--- src/rtl/sorted_symbol_predecessor_lookup_defines.svh ---
// Assertion macros used by the table controller.
`ifndef SORTED_SYMBOL_PREDECESSOR_LOOKUP_DEFINES_SVH
`define SORTED_SYMBOL_PREDECESSOR_LOOKUP_DEFINES_SVH

// Condition holds at every clock edge out of reset.
`define SSPL_ASSERT_ALWAYS(label, clk, rst_n, cond, msg) \
    label: assert property (@(posedge clk) disable iff (!rst_n) (cond)) \
        else $error(msg);

// Antecedent implies consequent in the same cycle.
`define SSPL_ASSERT_IMP(label, clk, rst_n, ante, cons, msg) \
    label: assert property (@(posedge clk) disable iff (!rst_n) (ante) |-> (cons)) \
        else $error(msg);

// Antecedent implies consequent in the next cycle.
`define SSPL_ASSERT_NEXT(label, clk, rst_n, ante, cons, msg) \
    label: assert property (@(posedge clk) disable iff (!rst_n) (ante) |=> (cons)) \
        else $error(msg);

`endif

--- src/rtl/sspl_pkg.sv ---
`timescale 1ns / 1ps

package sspl_pkg;

    localparam int TABLE_ENTRIES_DEF = 256;

    // Request codes
    localparam logic [1:0] REQ_LOAD       = 2'd0;
    localparam logic [1:0] REQ_LOOKUP     = 2'd1;
    localparam logic [1:0] REQ_CLEAR      = 2'd2;
    localparam logic [1:0] REQ_LOOKUP_ALT = 2'd3;

    // Result status codes
    localparam logic [2:0] STAT_EXACT   = 3'd0;
    localparam logic [2:0] STAT_BELOW   = 3'd1;
    localparam logic [2:0] STAT_BEFORE  = 3'd2;
    localparam logic [2:0] STAT_EMPTY   = 3'd3;
    localparam logic [2:0] STAT_LOADED  = 3'd4;
    localparam logic [2:0] STAT_FULL    = 3'd5;
    localparam logic [2:0] STAT_CLEARED = 3'd6;

    typedef struct packed {
        logic [1:0]  req_type;
        logic [31:0] addr_offset;
        logic [31:0] name_ref;
    } t_req;

    typedef struct packed {
        logic [2:0]  status;
        logic [31:0] found_ref;
        logic [31:0] displacement;
    } t_res;

    typedef struct packed {
        logic [31:0] key;
        logic [31:0] name_ref;
    } t_entry;

    typedef enum logic [3:0] {
        ST_IDLE,
        ST_DECODE,
        ST_SEARCH_RD,
        ST_SEARCH_CMP,
        ST_SHIFT_RD,
        ST_SHIFT_WR,
        ST_INSERT,
        ST_FETCH,
        ST_LOOK_END,
        ST_DONE
    } t_state;

endpackage

--- src/rtl/sspl_ctrl.sv ---
`timescale 1ns / 1ps
`include "sorted_symbol_predecessor_lookup_defines.svh"

module sspl_ctrl #(
    parameter int TABLE_ENTRIES = sspl_pkg::TABLE_ENTRIES_DEF
) (
    input  logic                             i_clk,
    input  logic                             i_rst_n,
    input  logic                             i_valid,
    output logic                             o_stall,
    input  sspl_pkg::t_req                   i_req,
    output logic                             o_res_valid,
    input  logic                             i_res_take,
    output sspl_pkg::t_res                   o_res,
    output logic                             o_mem_we,
    output logic [$clog2(TABLE_ENTRIES)-1:0] o_mem_waddr,
    output sspl_pkg::t_entry                 o_mem_wdata,
    output logic                             o_mem_re,
    output logic [$clog2(TABLE_ENTRIES)-1:0] o_mem_raddr,
    input  sspl_pkg::t_entry                 i_mem_rdata
);

    localparam int IW = $clog2(TABLE_ENTRIES);
    localparam int CW = $clog2(TABLE_ENTRIES + 1);
    localparam logic [CW-1:0] FULL_COUNT = CW'(TABLE_ENTRIES);

    sspl_pkg::t_state r_state, n_state;
    logic [CW-1:0]    r_count, n_count;
    logic [CW-1:0]    r_lo, n_lo;
    logic [CW-1:0]    r_hi, n_hi;
    logic [CW-1:0]    r_idx, n_idx;
    sspl_pkg::t_req   r_req, n_req;
    sspl_pkg::t_res   r_res, n_res;

    logic [CW-1:0] mid;
    logic [CW-1:0] mid_inc;
    logic [CW-1:0] idx_dec;
    logic [CW-1:0] lo_dec;
    logic          key_le;
    logic [CW-1:0] cmp_lo;
    logic [CW-1:0] cmp_hi;
    logic          search_done;
    logic          is_load;
    logic          is_clear;

    assign is_load  = (r_req.req_type == sspl_pkg::REQ_LOAD);
    assign is_clear = (r_req.req_type == sspl_pkg::REQ_CLEAR);

    assign mid     = r_lo + ((r_hi - r_lo) >> 1);
    assign mid_inc = mid + CW'(1);
    assign idx_dec = r_idx - CW'(1);
    assign lo_dec  = r_lo - CW'(1);
    assign key_le  = (i_mem_rdata.key <= r_req.addr_offset);
    assign cmp_lo  = key_le ? mid_inc : r_lo;
    assign cmp_hi  = key_le ? r_hi : mid;
    assign search_done = (cmp_lo == cmp_hi);

    always_ff @(posedge i_clk) begin
        if (!i_rst_n) begin
            r_state <= sspl_pkg::ST_IDLE;
            r_count <= '0;
        end else begin
            r_state <= n_state;
            r_count <= n_count;
        end
    end

    always_ff @(posedge i_clk) begin
        r_lo  <= n_lo;
        r_hi  <= n_hi;
        r_idx <= n_idx;
        r_req <= n_req;
        r_res <= n_res;
    end

    // Next state
    always_comb begin
        n_state = r_state;
        unique case (r_state)
            sspl_pkg::ST_IDLE: begin
                if (i_valid) n_state = sspl_pkg::ST_DECODE;
            end
            sspl_pkg::ST_DECODE: begin
                priority if (is_clear) begin
                    n_state = sspl_pkg::ST_DONE;
                end else if (is_load) begin
                    priority if (r_count == FULL_COUNT) n_state = sspl_pkg::ST_DONE;
                    else if (r_count == '0)             n_state = sspl_pkg::ST_SHIFT_RD;
                    else                                n_state = sspl_pkg::ST_SEARCH_RD;
                end else begin
                    if (r_count == '0) n_state = sspl_pkg::ST_DONE;
                    else               n_state = sspl_pkg::ST_SEARCH_RD;
                end
            end
            sspl_pkg::ST_SEARCH_RD: n_state = sspl_pkg::ST_SEARCH_CMP;
            sspl_pkg::ST_SEARCH_CMP: begin
                priority if (!search_done) n_state = sspl_pkg::ST_SEARCH_RD;
                else if (is_load)          n_state = sspl_pkg::ST_SHIFT_RD;
                else if (cmp_lo == '0)     n_state = sspl_pkg::ST_DONE;
                else                       n_state = sspl_pkg::ST_FETCH;
            end
            sspl_pkg::ST_SHIFT_RD: begin
                if (r_idx == r_lo) n_state = sspl_pkg::ST_INSERT;
                else               n_state = sspl_pkg::ST_SHIFT_WR;
            end
            sspl_pkg::ST_SHIFT_WR: n_state = sspl_pkg::ST_SHIFT_RD;
            sspl_pkg::ST_INSERT:   n_state = sspl_pkg::ST_DONE;
            sspl_pkg::ST_FETCH:    n_state = sspl_pkg::ST_LOOK_END;
            sspl_pkg::ST_LOOK_END: n_state = sspl_pkg::ST_DONE;
            sspl_pkg::ST_DONE: begin
                if (i_res_take) n_state = sspl_pkg::ST_IDLE;
            end
            default: n_state = sspl_pkg::ST_IDLE;
        endcase
    end

    // Datapath registers
    always_comb begin
        n_count = r_count;
        n_lo    = r_lo;
        n_hi    = r_hi;
        n_idx   = r_idx;
        n_req   = r_req;
        n_res   = r_res;
        unique case (r_state)
            sspl_pkg::ST_IDLE: begin
                if (i_valid) n_req = i_req;
            end
            sspl_pkg::ST_DECODE: begin
                n_lo  = '0;
                n_hi  = r_count;
                n_idx = r_count;
                n_res = '0;
                priority if (is_clear) begin
                    n_count      = '0;
                    n_res.status = sspl_pkg::STAT_CLEARED;
                end else if (is_load) begin
                    if (r_count == FULL_COUNT) n_res.status = sspl_pkg::STAT_FULL;
                end else begin
                    if (r_count == '0) begin
                        n_res.status       = sspl_pkg::STAT_EMPTY;
                        n_res.displacement = r_req.addr_offset;
                    end
                end
            end
            sspl_pkg::ST_SEARCH_CMP: begin
                n_lo = cmp_lo;
                n_hi = cmp_hi;
                if (search_done && !is_load && cmp_lo == '0) begin
                    n_res.status = sspl_pkg::STAT_BEFORE;
                end
            end
            sspl_pkg::ST_SHIFT_WR: n_idx = idx_dec;
            sspl_pkg::ST_INSERT: begin
                n_count      = r_count + CW'(1);
                n_res.status = sspl_pkg::STAT_LOADED;
            end
            sspl_pkg::ST_LOOK_END: begin
                n_res.status       = (i_mem_rdata.key == r_req.addr_offset) ?
                                     sspl_pkg::STAT_EXACT : sspl_pkg::STAT_BELOW;
                n_res.found_ref    = i_mem_rdata.name_ref;
                n_res.displacement = r_req.addr_offset - i_mem_rdata.key;
            end
            default: begin
            end
        endcase
    end

    // Outputs and table accesses
    always_comb begin
        o_stall     = (r_state != sspl_pkg::ST_IDLE);
        o_res_valid = (r_state == sspl_pkg::ST_DONE);
        o_res       = r_res;
        o_mem_we    = 1'b0;
        o_mem_waddr = r_idx[IW-1:0];
        o_mem_wdata = i_mem_rdata;
        o_mem_re    = 1'b0;
        o_mem_raddr = mid[IW-1:0];
        unique case (r_state)
            sspl_pkg::ST_SEARCH_RD: o_mem_re = 1'b1;
            sspl_pkg::ST_SHIFT_RD: begin
                o_mem_re    = (r_idx != r_lo);
                o_mem_raddr = idx_dec[IW-1:0];
            end
            // move the fetched entry one place up
            sspl_pkg::ST_SHIFT_WR: o_mem_we = 1'b1;
            sspl_pkg::ST_INSERT: begin
                o_mem_we             = 1'b1;
                o_mem_waddr          = r_lo[IW-1:0];
                o_mem_wdata.key      = r_req.addr_offset;
                o_mem_wdata.name_ref = r_req.name_ref;
            end
            sspl_pkg::ST_FETCH: begin
                o_mem_re    = 1'b1;
                o_mem_raddr = lo_dec[IW-1:0];
            end
            default: begin
            end
        endcase
    end

    `SSPL_ASSERT_ALWAYS(a_count_bound, i_clk, i_rst_n, r_count <= FULL_COUNT, "entry count above table size")
    `SSPL_ASSERT_IMP(a_search_range, i_clk, i_rst_n, (r_state == sspl_pkg::ST_SEARCH_RD) || (r_state == sspl_pkg::ST_SEARCH_CMP), r_lo < r_hi, "search range empty")
    `SSPL_ASSERT_IMP(a_write_not_full, i_clk, i_rst_n, o_mem_we, r_count < FULL_COUNT, "table write while full")
    `SSPL_ASSERT_NEXT(a_insert_count, i_clk, i_rst_n, r_state == sspl_pkg::ST_INSERT, r_count == $past(r_count) + CW'(1), "insert did not bump count")

endmodule

--- config.mk ---
export PLATFORM = sky130hd
export DESIGN_NAME = sspl_ctrl
export DESIGN_NICKNAME = d
export VERILOG_FILES = /design/src/rtl/sspl_pkg.sv /design/src/rtl/sspl_ctrl.sv
export VERILOG_INCLUDE_DIRS = /design/src /design/src/rtl
export SDC_FILE = /design/constraint.sdc
export NUM_CORES = 1
export LEC_CHECK = 0
export CORE_ASPECT_RATIO = 1.75
export CORE_MARGIN = 1.5
export CORE_UTILIZATION = 60
export CTS_BUF_LIST = sky130_fd_sc_hd__clkbuf_8
export DETAILED_ROUTE_END_ITERATION = 8
export DONT_BUFFER_PORTS = 1
export PLACE_DENSITY = 0.88
export SETUP_SLACK_MARGIN = 0.1
export SLEW_MARGIN = 20
export SYNTH_ARGS = -nofsm -noshare
export SYNTH_HDL_FRONTEND = slang
export SYNTH_SLANG_ARGS = --single-unit
--- constraint.sdc ---
create_clock -name i_clk -period 4.48 [get_ports i_clk]
set_input_delay 0.672 -clock i_clk [delete_from_list [all_inputs] [get_ports i_clk]]
set_output_delay 0.672 -clock i_clk [all_outputs]
set_load 0.03 [all_outputs]
Word level (Yosys, flattened, before mapping) --
Cells that the tools add are included.
Word-level totals: bits in registers 173, bits of input ports 134, output and inout port bits 151, logic and storage cells 93
Cells by class: $add $sub $neg 7, $lt $le $gt $ge 1, equality and inequality tests 19, muxes and demuxes 35, reduce and logical (&&, ||, !) cells 20
Operators with widths (count):
- $pmux W64 S2 | 1
- $mux W32 | 3
- $pmux W9 S2 | 4
- $mux W64 | 1
- $mux W4 | 9
- $pmux W4 S9 | 1
- $eq A32 B32 Y1 | 1
- $le A32 B32 Y1 | 1
- $sub A32 B32 Y32 | 1
- $mux W9 | 3
- $add A9 B1 Y9 const B | 2
- $eq A9 B9 Y1 | 2
- $logic_not A9 Y1 | 2
- $eq A4 B3 Y1 const B | 4
- $pmux W8 S2 | 1
- $mux W3 | 5
- $pmux W3 S4 | 1
- $add A9 B8 Y9 | 1
- $eq A9 B9 Y1 const B | 1
- $ne A9 B9 Y1 | 1
- $sub A9 B1 Y9 const B | 1
- $sub A9 B9 Y9 | 1
- $eq A4 B2 Y1 const B | 2
- $eq A4 B4 Y1 const B | 2
- 17 further kinds | 31

Depth between registers and ports, before layout --
Gate-level depths: netlist (run 1).
depth after elaboration 9, mapped depth 23, mapped depth without buffers 22

Worst setup path before layout (run 1) --
OpenSTA, ideal clock, no wires.
path type flip-flop to flip-flop, start reg r_state[0], end reg r_req[0] in the netlist's numbering (enable), library setup time 0.491 ns, arrival 4.181 ns, required time 3.989 ns, slack -0.192 ns, stages on the path, launching flop included 5, path buffers 1, period minus slack after synthesis 4.672 ns, cell sequence dfxtp_1 -> nor3_1 -> clkbuf_1 -> nand2_1 -> nor2_1
Between the ends: cells in the longest elaborated chain, start to end 2
Ends and longest elaborated chain:
- from (decl) | RTL line sspl_ctrl.sv:27 | sspl_pkg::t_state r_state, n_state;
- from (signal assigned) | RTL line sspl_ctrl.sv:60 | r_state <= sspl_pkg::ST_IDLE;
- from (signal assigned) | RTL line sspl_ctrl.sv:63 | r_state <= n_state;
- $logic_not A4 Y1 | RTL line sspl_ctrl.sv:125 | unique case (r_state)
- $reduce_and A2 Y1 (no source line)
- to (signal assigned) | RTL line sspl_ctrl.sv:72 | r_req <= n_req;
- to (decl) | RTL line sspl_ctrl.sv:32 | sspl_pkg::t_req r_req, n_req;
No other way between the ends. A chain may end at the register's enable or synchronous reset.

Worst setup path in the final report (run 1) --
start reg r_lo[1], end reg r_res, in the netlist o_res[65] (enable)
Between the ends: cells in the longest elaborated chain, start to end 9, elaborated cells on any way between the ends 11, those cells by class 3 x add/sub; 2 x eq/ne; 2 x mux; 4 x reduce/logical
Ends and longest elaborated chain:
- from (decl) | RTL line sspl_ctrl.sv:29 | logic [CW-1:0] r_lo, n_lo;
- from (signal assigned) | RTL line sspl_ctrl.sv:69 | r_lo <= n_lo;
- $sub A9 B9 Y9 | RTL line sspl_ctrl.sv:49 | assign mid = r_lo + ((r_hi - r_lo) >> 1);
- $add A9 B8 Y9 | RTL line sspl_ctrl.sv:49
- $add A9 B1 Y9 | RTL line sspl_ctrl.sv:50 | assign mid_inc = mid + CW'(1);
- $mux W9 | RTL line sspl_ctrl.sv:54 | assign cmp_lo = key_le ? mid_inc : r_lo;
- $eq A9 B9 Y1 | RTL line sspl_ctrl.sv:56 | assign search_done = (cmp_lo == cmp_hi);
- $logic_and A1 B1 Y1 | RTL line sspl_ctrl.sv:149 | if (search_done && !is_load && cmp_lo == '0) begin
- $logic_and A1 B1 Y1 * | RTL line sspl_ctrl.sv:149
- $ne A2 B2 Y1 (no source line) *
- $reduce_and A2 Y1 (no source line) *
- to (signal assigned) | RTL line sspl_ctrl.sv:73 | r_res <= n_res;
- to (decl) | RTL line sspl_ctrl.sv:33 | sspl_pkg::t_res r_res, n_res;
Mark *: on every way between the ends. The rest lies on a longest branch, timed or not.

==> run metrics, run 1 <==
Async SR Flop Fraction=0%; vias per cell=6.40; HPWL after DPL=approximately 25000 µm; Iter 0 DRT Violations=between 700 and 800; Post-Syn Nets=1384; core area=18000 µm²; CP max stage delay=~0.6 ns; Synth Instances=around 1200; Synth Register Bits=~170; grt total ovfl=0; Num CTS Buffers=17; final net count=between 1000 and 1500; Die Footprint=about 19000 µm²; Worst Tran Pin Value=approximately 1.1 ns; post-synthesis sequential area ratio=between 40% and 50%; Layout Cells excl Fill=1494; setup violators final=0; GR Util met3=a little under 7%; M1 GR Usage=approximately 36%; Crit-path slowest cell=fa_2; Final Wtd Congestion=0.972; fmax=224 MHz; Tmin final=4.46 ns; cts-stage hold buffer count=0; initial antenna violation count=1; CP required=between 4 and 5 ns; Detail Route Antenna Nets=0; clock root cell=clkbuf_8; Worst Setup Start Kind=flip-flop; pwr dens=just over 500 nW/µm²; Post-Route Setup TNS=0 ns; Post-synth EDFFs=160; Setup crit end kind=flip-flop; Synthesis Warnings=0; H-tree Lvls=4; final-report max-slew violation count=0; share of cells above drive strength 1=15.5%; Clock Sinks=around 170; largest cells by area after synthesis=edfxtp_1, nand2_1, ha_1; number of global-route vias before repair=around 9300; met2 usage=61.3%; vias post-DR=between 9000 and 10000; initial cell density of the core=61.2%; final wirelength=33400 µm; synthesized area=between 10000 and 15000 µm²; clock skew=0.0140 ns; top_reg_cell synth=edfxtp_1; Residual DRC=0; die span in y=~180 µm; site row count=65; grt peak-use layer=met2; Top delay family on crit path=adder cells; WS Path Type=flip-flop to flip-flop; global-route wire length before repair=about 49000 µm; Total Routing Usage GR=34.0%; Worst VDD drop=between 0.2 and 0.3 mV; worst skew pair latency=between 0.4 and 0.5 ns; WP data arrival=4.67 ns; Lkg Pwr=0.00505 µW; post-synth top area share=43.7%; Hold Vio Cnt, Final=0; Syn-to-layout area delta=14.7%; power after layout=approximately 6400 µW; Syn Area/Cell=approximately 9.2 µm²; worst slack at placement=-0.131 ns; outcome=complete, no violations; Critical Path, Cell by Cell=fa_2, inv_1, ha_2, fa_2, buf_12, xor2_4, buf_4, nand3_1, xnor3_1, mux2i_1, o211ai_1, o32ai_1, o22a_1, nand3_1, or3_4, o21ai_4; CTS tree=built; Slew HR=between 20% and 30%; Hold/Removal Path Class=primary input to flip-flop; IO Pins=about 290; IO buf count=0; CTS clk-pin slew, worst paths=between 0.1 and 0.15 ns; crit-path max FO=6; Die W=105 µm; Post-Place Cells=between 1000 and 1500; Netlist cell types=69; final setup margin=0.0169 ns; TritonRoute pass-1 iters=6; RSZ-0062 raised after global routing=yes; Max-cap violations=0; CP bufs+invs=3; Yosys top cell by area=edfxtp_1; largest net degree at the start of global routing=67; Period Utilization, post-route=between 90 and 100%; routed length per instance=approximately 22 µm; Max Buffers Root-to-Sink=2
[worst reg2reg max path: cells and delay by family, from the launching register on]
kind	cells	cell delay [ns]
AO/OA/AOI/OAI	4	0.65
XOR/XNOR	2	0.58
adder cells (fa/ha/maj)	3	1.18
buffers and inverters	3	0.41
flip-flops	1	0.48
multiplexers	1	0.30
AND/OR/NAND/NOR	3	0.58
[stage by stage]
| step | cell area (µm²) | hold slack, ns | util, % |
|---|---|---|---|
| 3_5_place_dp | 11800 | 0.546 | 65.4 |
| 2_1_floorplan | 11100 | 0.475 | - |
| 3_3_place_gp | 11800 | 0.543 | 65.4 |
| 6_report | 12600 | 0.273 | 70.2 |
| 5_1_grt | 12600 | 0.252 | 70.2 |
| 4_1_cts | 12300 | 0.254 | 68.7 |
[state kept, by name, summed over array words and instances (netlist names)]
name	flops
o_res	67
r_count	9
r_hi	9
r_idx	9
r_lo	9
r_req	66
r_state	4
[worst paths after layout]
kind | startpoint | end | slack (ns) | cells past startpoint
setup reg to reg | r_lo[1]$_SDFFCE_PN0P_ | o_res[65]$_DFFE_PP_ | 0.02 | 16
setup / recovery | r_lo[1]$_SDFFCE_PN0P_ | o_res[65]$_DFFE_PP_ | 0.02 | 16
hold / removal | i_req[58] | r_req[58]$_DFFE_PP_ | 0.27 | 0
hold reg to reg | r_req[32]$_DFFE_PP_ | o_res[0]$_DFFE_PP_ | 0.57 | 2
[area by class of cell]
type,count,area [µm²]
antenna,1,2.50
clock buffer,17,234
clock inverter,15,166
fill,1338,5360
inverter,62,233
multi-input combinational,900,5880
sequential,173,5060
tap,234,293
timing repair buffer,92,739
[logic make-up after synthesis]
group,Yosys count,share of synthesized area (%)
buf+inv,122,4.30
xor+xnor,83,7.00
mux,7,0.637
simple gates,464,19.5
fa+ha+maj,55,6.46
flops,173,46.1
compound gates,291,16.0
[cells in the final DEF (no fill, tap or decap), drive strengths merged, types with 9 or more instances in the layout]
cell,n
nand2,235
edfxtp,160
o21ai,118
buf,92
a21oi,70
inv,70
nor2,65
xnor2,53
ha,52
and3,40
nand3,28
xor2,28
nand2b,18
clkbuf,17
nor3,17
a211oi,16
a21o,15
nor2b,13
dfxtp,13
o211ai,10
and2,10
nand4,9
o221ai,9
[repair_timing]
item | CTS | global route
gates resized for setup | 20 | 38
hold endpoints to repair | 0 | 0
pin swaps | 15 | 20
buffers inserted | 6 | 10
endpoints found under the setup margin | 8 | 11
[cell usage after synthesis (3+ instances only)]
| cell type | count |
|---|---|
| nand2b_1 | 17 |
| a21oi_1 | 70 |
| o21ai_0 | 115 |
| o21bai_1 | 5 |
| or3_1 | 6 |
| mux2i_1 | 7 |
| xor2_1 | 27 |
| inv_1 | 62 |
| nand4_1 | 9 |
| and3_1 | 40 |
| nand3_1 | 28 |
| fa_1 | 3 |
| o2111ai_1 | 5 |
| o21a_1 | 5 |
| o221ai_1 | 9 |
| dfxtp_1 | 13 |
| clkbuf_1 | 55 |
| o31ai_1 | 7 |
| a21o_1 | 15 |
| a21boi_0 | 4 |
| o211ai_1 | 9 |
| nand2_1 | 235 |
| nor3b_1 | 4 |
| or2_2 | 3 |
| nor2b_1 | 13 |
| o21ai_1 | 3 |
| nor2_1 | 65 |
| and2_1 | 8 |
| a211oi_1 | 15 |
| nor3_1 | 16 |
| xnor2_1 | 52 |
| nor4_1 | 7 |
| edfxtp_1 | 160 |
| buf_2 | 3 |
| ha_1 | 52 |
| a31oi_1 | 6 |
[where the power goes]
part / internal, µW / switching (µW) / leakage [µW]
logic: 1190 / 1740 / 0.00322
clock network: 424 / 692 / 0.000200
registers: 2040 / 342 / 0.00164
[layer usage]
layer  part of all wire (%)  vias up  wire (µm)
li1                       -     4360          -
met4                    5.4        0       1810
met1                     34     4510      11300
met5                      0        -          0
met2                     53      559      17700
met3                    7.9      126       2640
Note: power is estimated with default switching activity, not from simulation.
==> run 2: changes to the inputs <==
==> constraint.sdc (replaced) <==
create_clock -name i_clk -period 4.48 [get_ports i_clk]
set_input_delay 0.672 -clock i_clk [delete_from_list [all_inputs] [get_ports i_clk]]
set_output_delay 0.672 -clock i_clk [all_outputs]
set_load 0.01 [all_outputs]
==> run 2 against run 1 <==
The run now ends with negative setup slack left. Sequential share of layout area is 0.38 points higher. Count of clock-buffer cells in the layout stayed put. Non-clock buffer count is 17 lower. Combinational power is 7.2% lower. Power is 5.3% lower. Cell area is 0.93% lower. Sequential power is 6% lower. Die area stayed put. Register-to-register slack worse by 0.14 ns. Largest power group unchanged.
==> run metrics, run 2 (synthesis results as in run 1) <==
Num CTS Buffers=17 (unchanged); cell area after layout=12500 µm² (was 12600 µm²); core area=18000 µm² (unchanged); global-route wire length before repair=48600 µm (was 49500 µm); most common cell after layout, fill and taps aside=nand2_1 (unchanged); vias per cell=6.37 (was 6.40); final-report max-slew violation count=0 (unchanged); Max Buffers Root-to-Sink=2 (unchanged); power after layout=6080 µW (was 6420 µW); Final Wtd Congestion=1.03 (was 0.972); R2R Setup Slk=-0.12 ns (was 0.02 ns); pwr dens=486 nW/µm² (was 509 nW/µm²); reg2reg start=r_lo[0]$_SDFFCE_PN0P_ (was r_lo[1]$_SDFFCE_PN0P_); IO buf count=0 (unchanged); worst slack at placement=-0.0846 ns (was -0.131 ns); Setup crit end kind=flip-flop (unchanged); Total Routing Usage GR=33.4% (was 34.0%); Hold Vio Cnt, Final=0 (unchanged); final net count=1418 (was 1435); Worst Setup SP=r_lo[0]$_SDFFCE_PN0P_ (was r_lo[1]$_SDFFCE_PN0P_); highest-count cells in the layout ignoring fill and taps=nand2_1, edfxtp_1, o21ai_0 (unchanged); WS Path Type=flip-flop to flip-flop (unchanged); vias post-DR=9403 (was 9555); placed inst area=11600 µm² (was 11800 µm²); setup violators final=4 (was 0); site row count=65 (unchanged); H-tree Lvls=4 (unchanged); worst skew pair latency=0.46 ns (was 0.49 ns); Worst VDD drop=0.338 mV (was 0.270 mV); Die W=105 µm (unchanged); die span in y=182 µm (unchanged); Worst Setup Start Kind=flip-flop (unchanged); Max-cap violations=0 (unchanged); final setup margin=-0.124 ns (was 0.0169 ns); number of global-route vias before repair=9056 (was 9297); clock root cell=clkbuf_8 (unchanged); max reg flops=67 (unchanged); crit path capture=o_res[64]$_DFFE_PP_ (was o_res[65]$_DFFE_PP_); TritonRoute pass-1 iters=6 (unchanged); Tmin final=4.60 ns (was 4.46 ns); CTS tree=built (unchanged); clock skew=0.0182 ns (was 0.0140 ns); FF-to-FF End=o_res[64]$_DFFE_PP_ (was o_res[65]$_DFFE_PP_); Period Utilization, post-route=103% (was 99.6%); Residual DRC=0 (unchanged); WP data arrival=4.77 ns (was 4.67 ns); Lkg Pwr=0.00498 µW (was 0.00505 µW); violated checks=negative setup slack; crit-path max FO=5 (was 6); largest net degree at the start of global routing=73 (was 67); initial cell density of the core=61.2% (unchanged); final wirelength=33100 µm (was 33400 µm); grt total ovfl=0 (unchanged); Hold/Removal Path Class=primary input to flip-flop (unchanged); IO Pins=285 (unchanged); CP required=4.64 ns (was 4.69 ns); fmax=217 MHz (was 224 MHz); R2R depth=16 (unchanged); Die Footprint=19200 µm² (unchanged); RSZ-0062 raised after global routing=yes (unchanged); Iter 0 DRT Violations=706 (was 737); routed length per instance=22.4 µm (about the same); outcome=finished, violations left (was complete, no violations); share of cells above drive strength 1=14.6% (was 15.5%); Worst Tran Pin Value=0.971 ns (was 1.10 ns); initial antenna violation count=1 (unchanged); CTS clk-pin slew, worst paths=0.11 ns (about the same); Clock Sinks=173 (unchanged); Syn-to-layout area delta=13.7% (was 14.7%); Detail Route Antenna Nets=0 (unchanged); HPWL after DPL=24000 µm (was 24700 µm); Slew HR=35.1% (was 26.6%)
==> run 2: what timing repair did <==
action | CTS | global route
gates cloned | 0 | 0
setup endpoints to repair | 7 | 11
hold endpoints to repair | 0 | 0
hold buffers | 0 | 0
setup buffers | 12 | 15
gates resized for setup | 17 | 42
pin swaps | 7 | 34
==> run 2: through the flow <==
step / instances / hold slack (ns) / setup TNS [ns] / util, %
after global placement: 1420 / 0.556 / 0 / 64.3
after global routing: 1476 / 0.259 / -1.09 / 69.5
after detailed placement: 1420 / 0.575 / -0.254 / 64.3
after CTS: 1464 / 0.265 / 0 / 67.8
after floorplan: 1195 / 0.475 / 0 / -
final: 1477 / 0.298 / -0.354 / 69.5
==> run 2: area by class of cell <==
class | instances | area, µm²
multi-input cells | 900 | 5880
inverters | 62 | 233
clock inverters | 15 | 179
repair buffers | 75 | 607
flip-flops and latches | 173 | 5060
fillers | 1334 | 5480
clock buffers | 17 | 234
diodes | 1 | 2.50
well taps | 234 | 293
==> run 2: metal layers <==
layer / share of wire, % / vias to the layer above / GRT usage, %
met4: 6.1 / 0 / 18.4
met5: 0 / - / 0
met3: 8.8 / 133 / 8.50
met2: 51 / 568 / 58.1
met1: 34 / 4375 / 37.0
li1: - / 4327 / -
==> run 2: worst min-delay path by stage <==
stage,from,endpoint,slack [ns],cells after the start
4_1_cts,i_req[53],r_req[53]$_DFFE_PP_,0.27,0
3_5_place_dp,r_req[63]$_DFFE_PP_,o_res[31]$_DFFE_PP_,0.57,2
6_report,i_req[8],r_req[8]$_DFFE_PP_,0.30,0
2_1_floorplan,r_count[3]$_SDFFE_PN0P_,r_count[3]$_SDFFE_PN0P_,0.48,1
5_1_grt,i_req[64],r_req[64]$_DFFE_PP_,0.26,0
3_3_place_gp,r_req[32]$_DFFE_PP_,o_res[0]$_DFFE_PP_,0.56,2
==> run 2: critical path: stages (launching register included) <==
cell and delay, ns:
edfxtp_1 0.43, inv_2 0.09, nor2_2 0.05, fa_2 0.53
inv_2 0.04, ha_4 0.16, fa_2 0.43, a211oi_4 0.35
o2111ai_2 0.14, or4_4 0.60, nor4_4 0.21, nand2_1 0.09
a211oi_2 0.25, o211ai_1 0.18, nand2b_4 0.18, or3_4 0.39
o21ai_4 0.16
==> run 2: power by group <==
group | switching (µW) | internal, µW
clock network | 658 | 472
registers | 198 | 2040
logic | 1560 | 1160
==> run 3: changes to the inputs <==
--- a/config.mk
+++ b/config.mk
@@ -13,7 +13,7 @@
 export DETAILED_ROUTE_END_ITERATION = 8
 export DONT_BUFFER_PORTS = 1
 export PLACE_DENSITY = 0.88
-export SETUP_SLACK_MARGIN = 0.1
+export SETUP_SLACK_MARGIN = 0.5
 export SLEW_MARGIN = 20
 export SYNTH_ARGS = -nofsm -noshare
 export SYNTH_HDL_FRONTEND = slang
==> run 3 against run 2 <==
The run still ends with negative setup slack left. Die area is the same. Flip-flop and latch count unchanged. Combinational power rose by 4%. Setup slack worse by 0.026 ns. Hold slack got worse by 0.025 ns. Power up 1.4%. Critical path depth grew 3. Sequential power hardly changed. Global-route usage up 1.1 points. Clock power about the same.
==> run metrics, run 3 (synthesis results as in run 1) <==
final-report max-slew violation count=0 (unchanged); CP required=4.68 ns (was 4.64 ns); fmax=216 MHz (was 217 MHz); WS Path Type=flip-flop to flip-flop (unchanged); initial antenna violation count=1 (unchanged); Final Wtd Congestion=1.01 (was 1.03); highest-count cells in the layout ignoring fill and taps=nand2_1, edfxtp_1, o21ai_0 (unchanged); Setup crit end kind=flip-flop (unchanged); R2R depth=19 (was 16); outcome=finished, violations left (unchanged); violated checks=negative setup slack (unchanged); Residual DRC=0 (unchanged); site row count=65 (unchanged); max reg flops=67 (unchanged); most common cell after layout, fill and taps aside=nand2_1 (unchanged); H-tree Lvls=4 (unchanged); die span in y=182 µm (unchanged); grt total ovfl=0 (unchanged); Hold Vio Cnt, Final=0 (unchanged); reg2reg start=r_lo[1]$_SDFFCE_PN0P_ (was r_lo[0]$_SDFFCE_PN0P_); Worst Tran Pin Value=1.18 ns (was 0.971 ns); Max-cap violations=0 (unchanged); Total Routing Usage GR=34.5% (was 33.4%); setup violators final=6 (was 4); R2R Setup Slk=-0.15 ns (was -0.12 ns); Iter 0 DRT Violations=794 (was 706); Lkg Pwr=0.00505 µW (was 0.00498 µW); crit-path max FO=5 (unchanged); Hold/Removal Path Class=primary input to flip-flop (unchanged); RSZ-0062 raised after global routing=yes (unchanged); Clock Sinks=173 (unchanged); Hold Path Sink=r_req[64]$_DFFE_PP_ (was r_req[8]$_DFFE_PP_); routed length per instance=23.0 µm (was 22.4 µm); core area=18000 µm² (unchanged); Worst VDD drop=0.335 mV (was 0.338 mV); Tmin final=4.63 ns (was 4.60 ns); Num CTS Buffers=17 (unchanged); HPWL after DPL=24500 µm (was 24000 µm); IO buf count=0 (unchanged); TritonRoute pass-1 iters=7 (was 6); clock skew=0.0186 ns (was 0.0182 ns); CTS tree=built (unchanged); clock root cell=clkbuf_8 (unchanged); worst skew pair latency=0.49 ns (was 0.46 ns); Worst Setup Start Kind=flip-flop (unchanged); final wirelength=34200 µm (was 33100 µm); Detail Route Antenna Nets=0 (unchanged); cts-stage hold buffer count=0 (unchanged); vias post-DR=9628 (was 9403); CTS clk-pin slew, worst paths=0.10 ns (was 0.11 ns); initial cell density of the core=61.2% (unchanged); number of global-route vias before repair=9179 (was 9056); layout filler cell count=1312 (was 1334); largest net degree at the start of global routing=90 (was 73); IO Pins=285 (unchanged); Die Footprint=19200 µm² (unchanged); pwr dens=488 nW/µm² (was 486 nW/µm²); final setup margin=-0.149 ns (was -0.124 ns); final net count=1432 (was 1418); WP data arrival=4.83 ns (was 4.77 ns); Period Utilization, post-route=103% (about the same); vias per cell=6.46 (was 6.37); global-route wire length before repair=50000 µm (was 48600 µm); Slew HR=21.0% (was 35.1%); Hold Crit Depth=0 (unchanged); worst slack at placement=-0.0989 ns (was -0.0846 ns); Max Buffers Root-to-Sink=2 (unchanged); Syn-to-layout area delta=14.8% (was 13.7%); FF-to-FF End=o_res[66]$_DFFE_PP_ (was o_res[64]$_DFFE_PP_); Post-Route Setup TNS=-0.562 ns (was -0.354 ns); Die W=105 µm (unchanged); share of cells above drive strength 1=15.2% (was 14.6%); worst hold start=i_req[64] (was i_req[8])
==> run 3: worst max-delay path, cell delays in order, from the launching register on <==
cell	delay, ns
edfxtp_1	0.49
inv_2	0.13
ha_4	0.21
o21ai_2	0.05
nand2b_1	0.10
a21oi_2	0.20
buf_4	0.14
xnor2_1	0.16
ha_4	0.28
buf_4	0.15
o21ai_0	0.20
nor2_1	0.12
or4_4	0.58
nor4_4	0.28
nand2_1	0.11
a211oi_2	0.22
o211ai_1	0.20
nand2b_4	0.20
or3_4	0.35
o21ai_4	0.17
==> run 3: layer usage <==
metal  part of all wire [%]  track usage (%)
met1                     33             36.4
met2                     52             61.3
met3                    8.6             8.96
met4                    5.8             20.2
met5                      0                0
==> run 3: worst max path at each step <==
stage | to | start | slack (ns)
2_1_floorplan | o_res[64]$_DFFE_PP_ | r_lo[0]$_SDFFCE_PN0P_ | 0.1
3_3_place_gp | o_res[66]$_DFFE_PP_ | r_lo[1]$_SDFFCE_PN0P_ | 0.03
3_5_place_dp | o_res[64]$_DFFE_PP_ | r_lo[1]$_SDFFCE_PN0P_ | -0.1
4_1_cts | o_res[66]$_DFFE_PP_ | r_lo[1]$_SDFFCE_PN0P_ | 0.04
5_1_grt | o_res[65]$_DFFE_PP_ | r_lo[1]$_SDFFCE_PN0P_ | -0.34
6_report | o_res[66]$_DFFE_PP_ | r_lo[1]$_SDFFCE_PN0P_ | -0.15
==> run 3: what timing repair did <==
action                                  in CTS  in global routing
endpoints found under the setup margin      12                 13
pin swaps                                    9                 19
buffers inserted                            11                 16
gates cloned                                 0                  0
resized for setup                           21                 39
==> run 3: cell type report <==
class                   instances  area, µm²  share of cell area [%]
diodes                          1       2.50                  0.0198
clock buffers                  17        234                    1.85
clock inverters                15        154                    1.22
inverters                      62        233                    1.84
multi-input cells             900       5910                    46.8
flip-flops and latches        173       5060                    40.1
well taps                     234        293                    2.32
repair buffers                 89        737                    5.84
==> run 3: through the flow <==
step | utilization, % | hold slack [ns] | cell area, µm² | instances | total power, µW
floorplan | - | 0.475 | 11100 | 1195 | 3810
global placement | 65.0 | 0.564 | 11700 | 1431 | 4530
detailed placement | 65.0 | 0.555 | 11700 | 1431 | 4570
CTS | 68.4 | 0.237 | 12300 | 1474 | 5830
global route | 70.2 | 0.247 | 12600 | 1490 | 6430
finish | 70.2 | 0.273 | 12600 | 1491 | 6160
==> run 3: power breakdown <==
part	total, µW	internal, µW	leakage (µW)	switching [µW]
clock network	1100	459	0.000195	646
logic	2830	1250	0.00322	1580
registers	2230	2030	0.00164	194
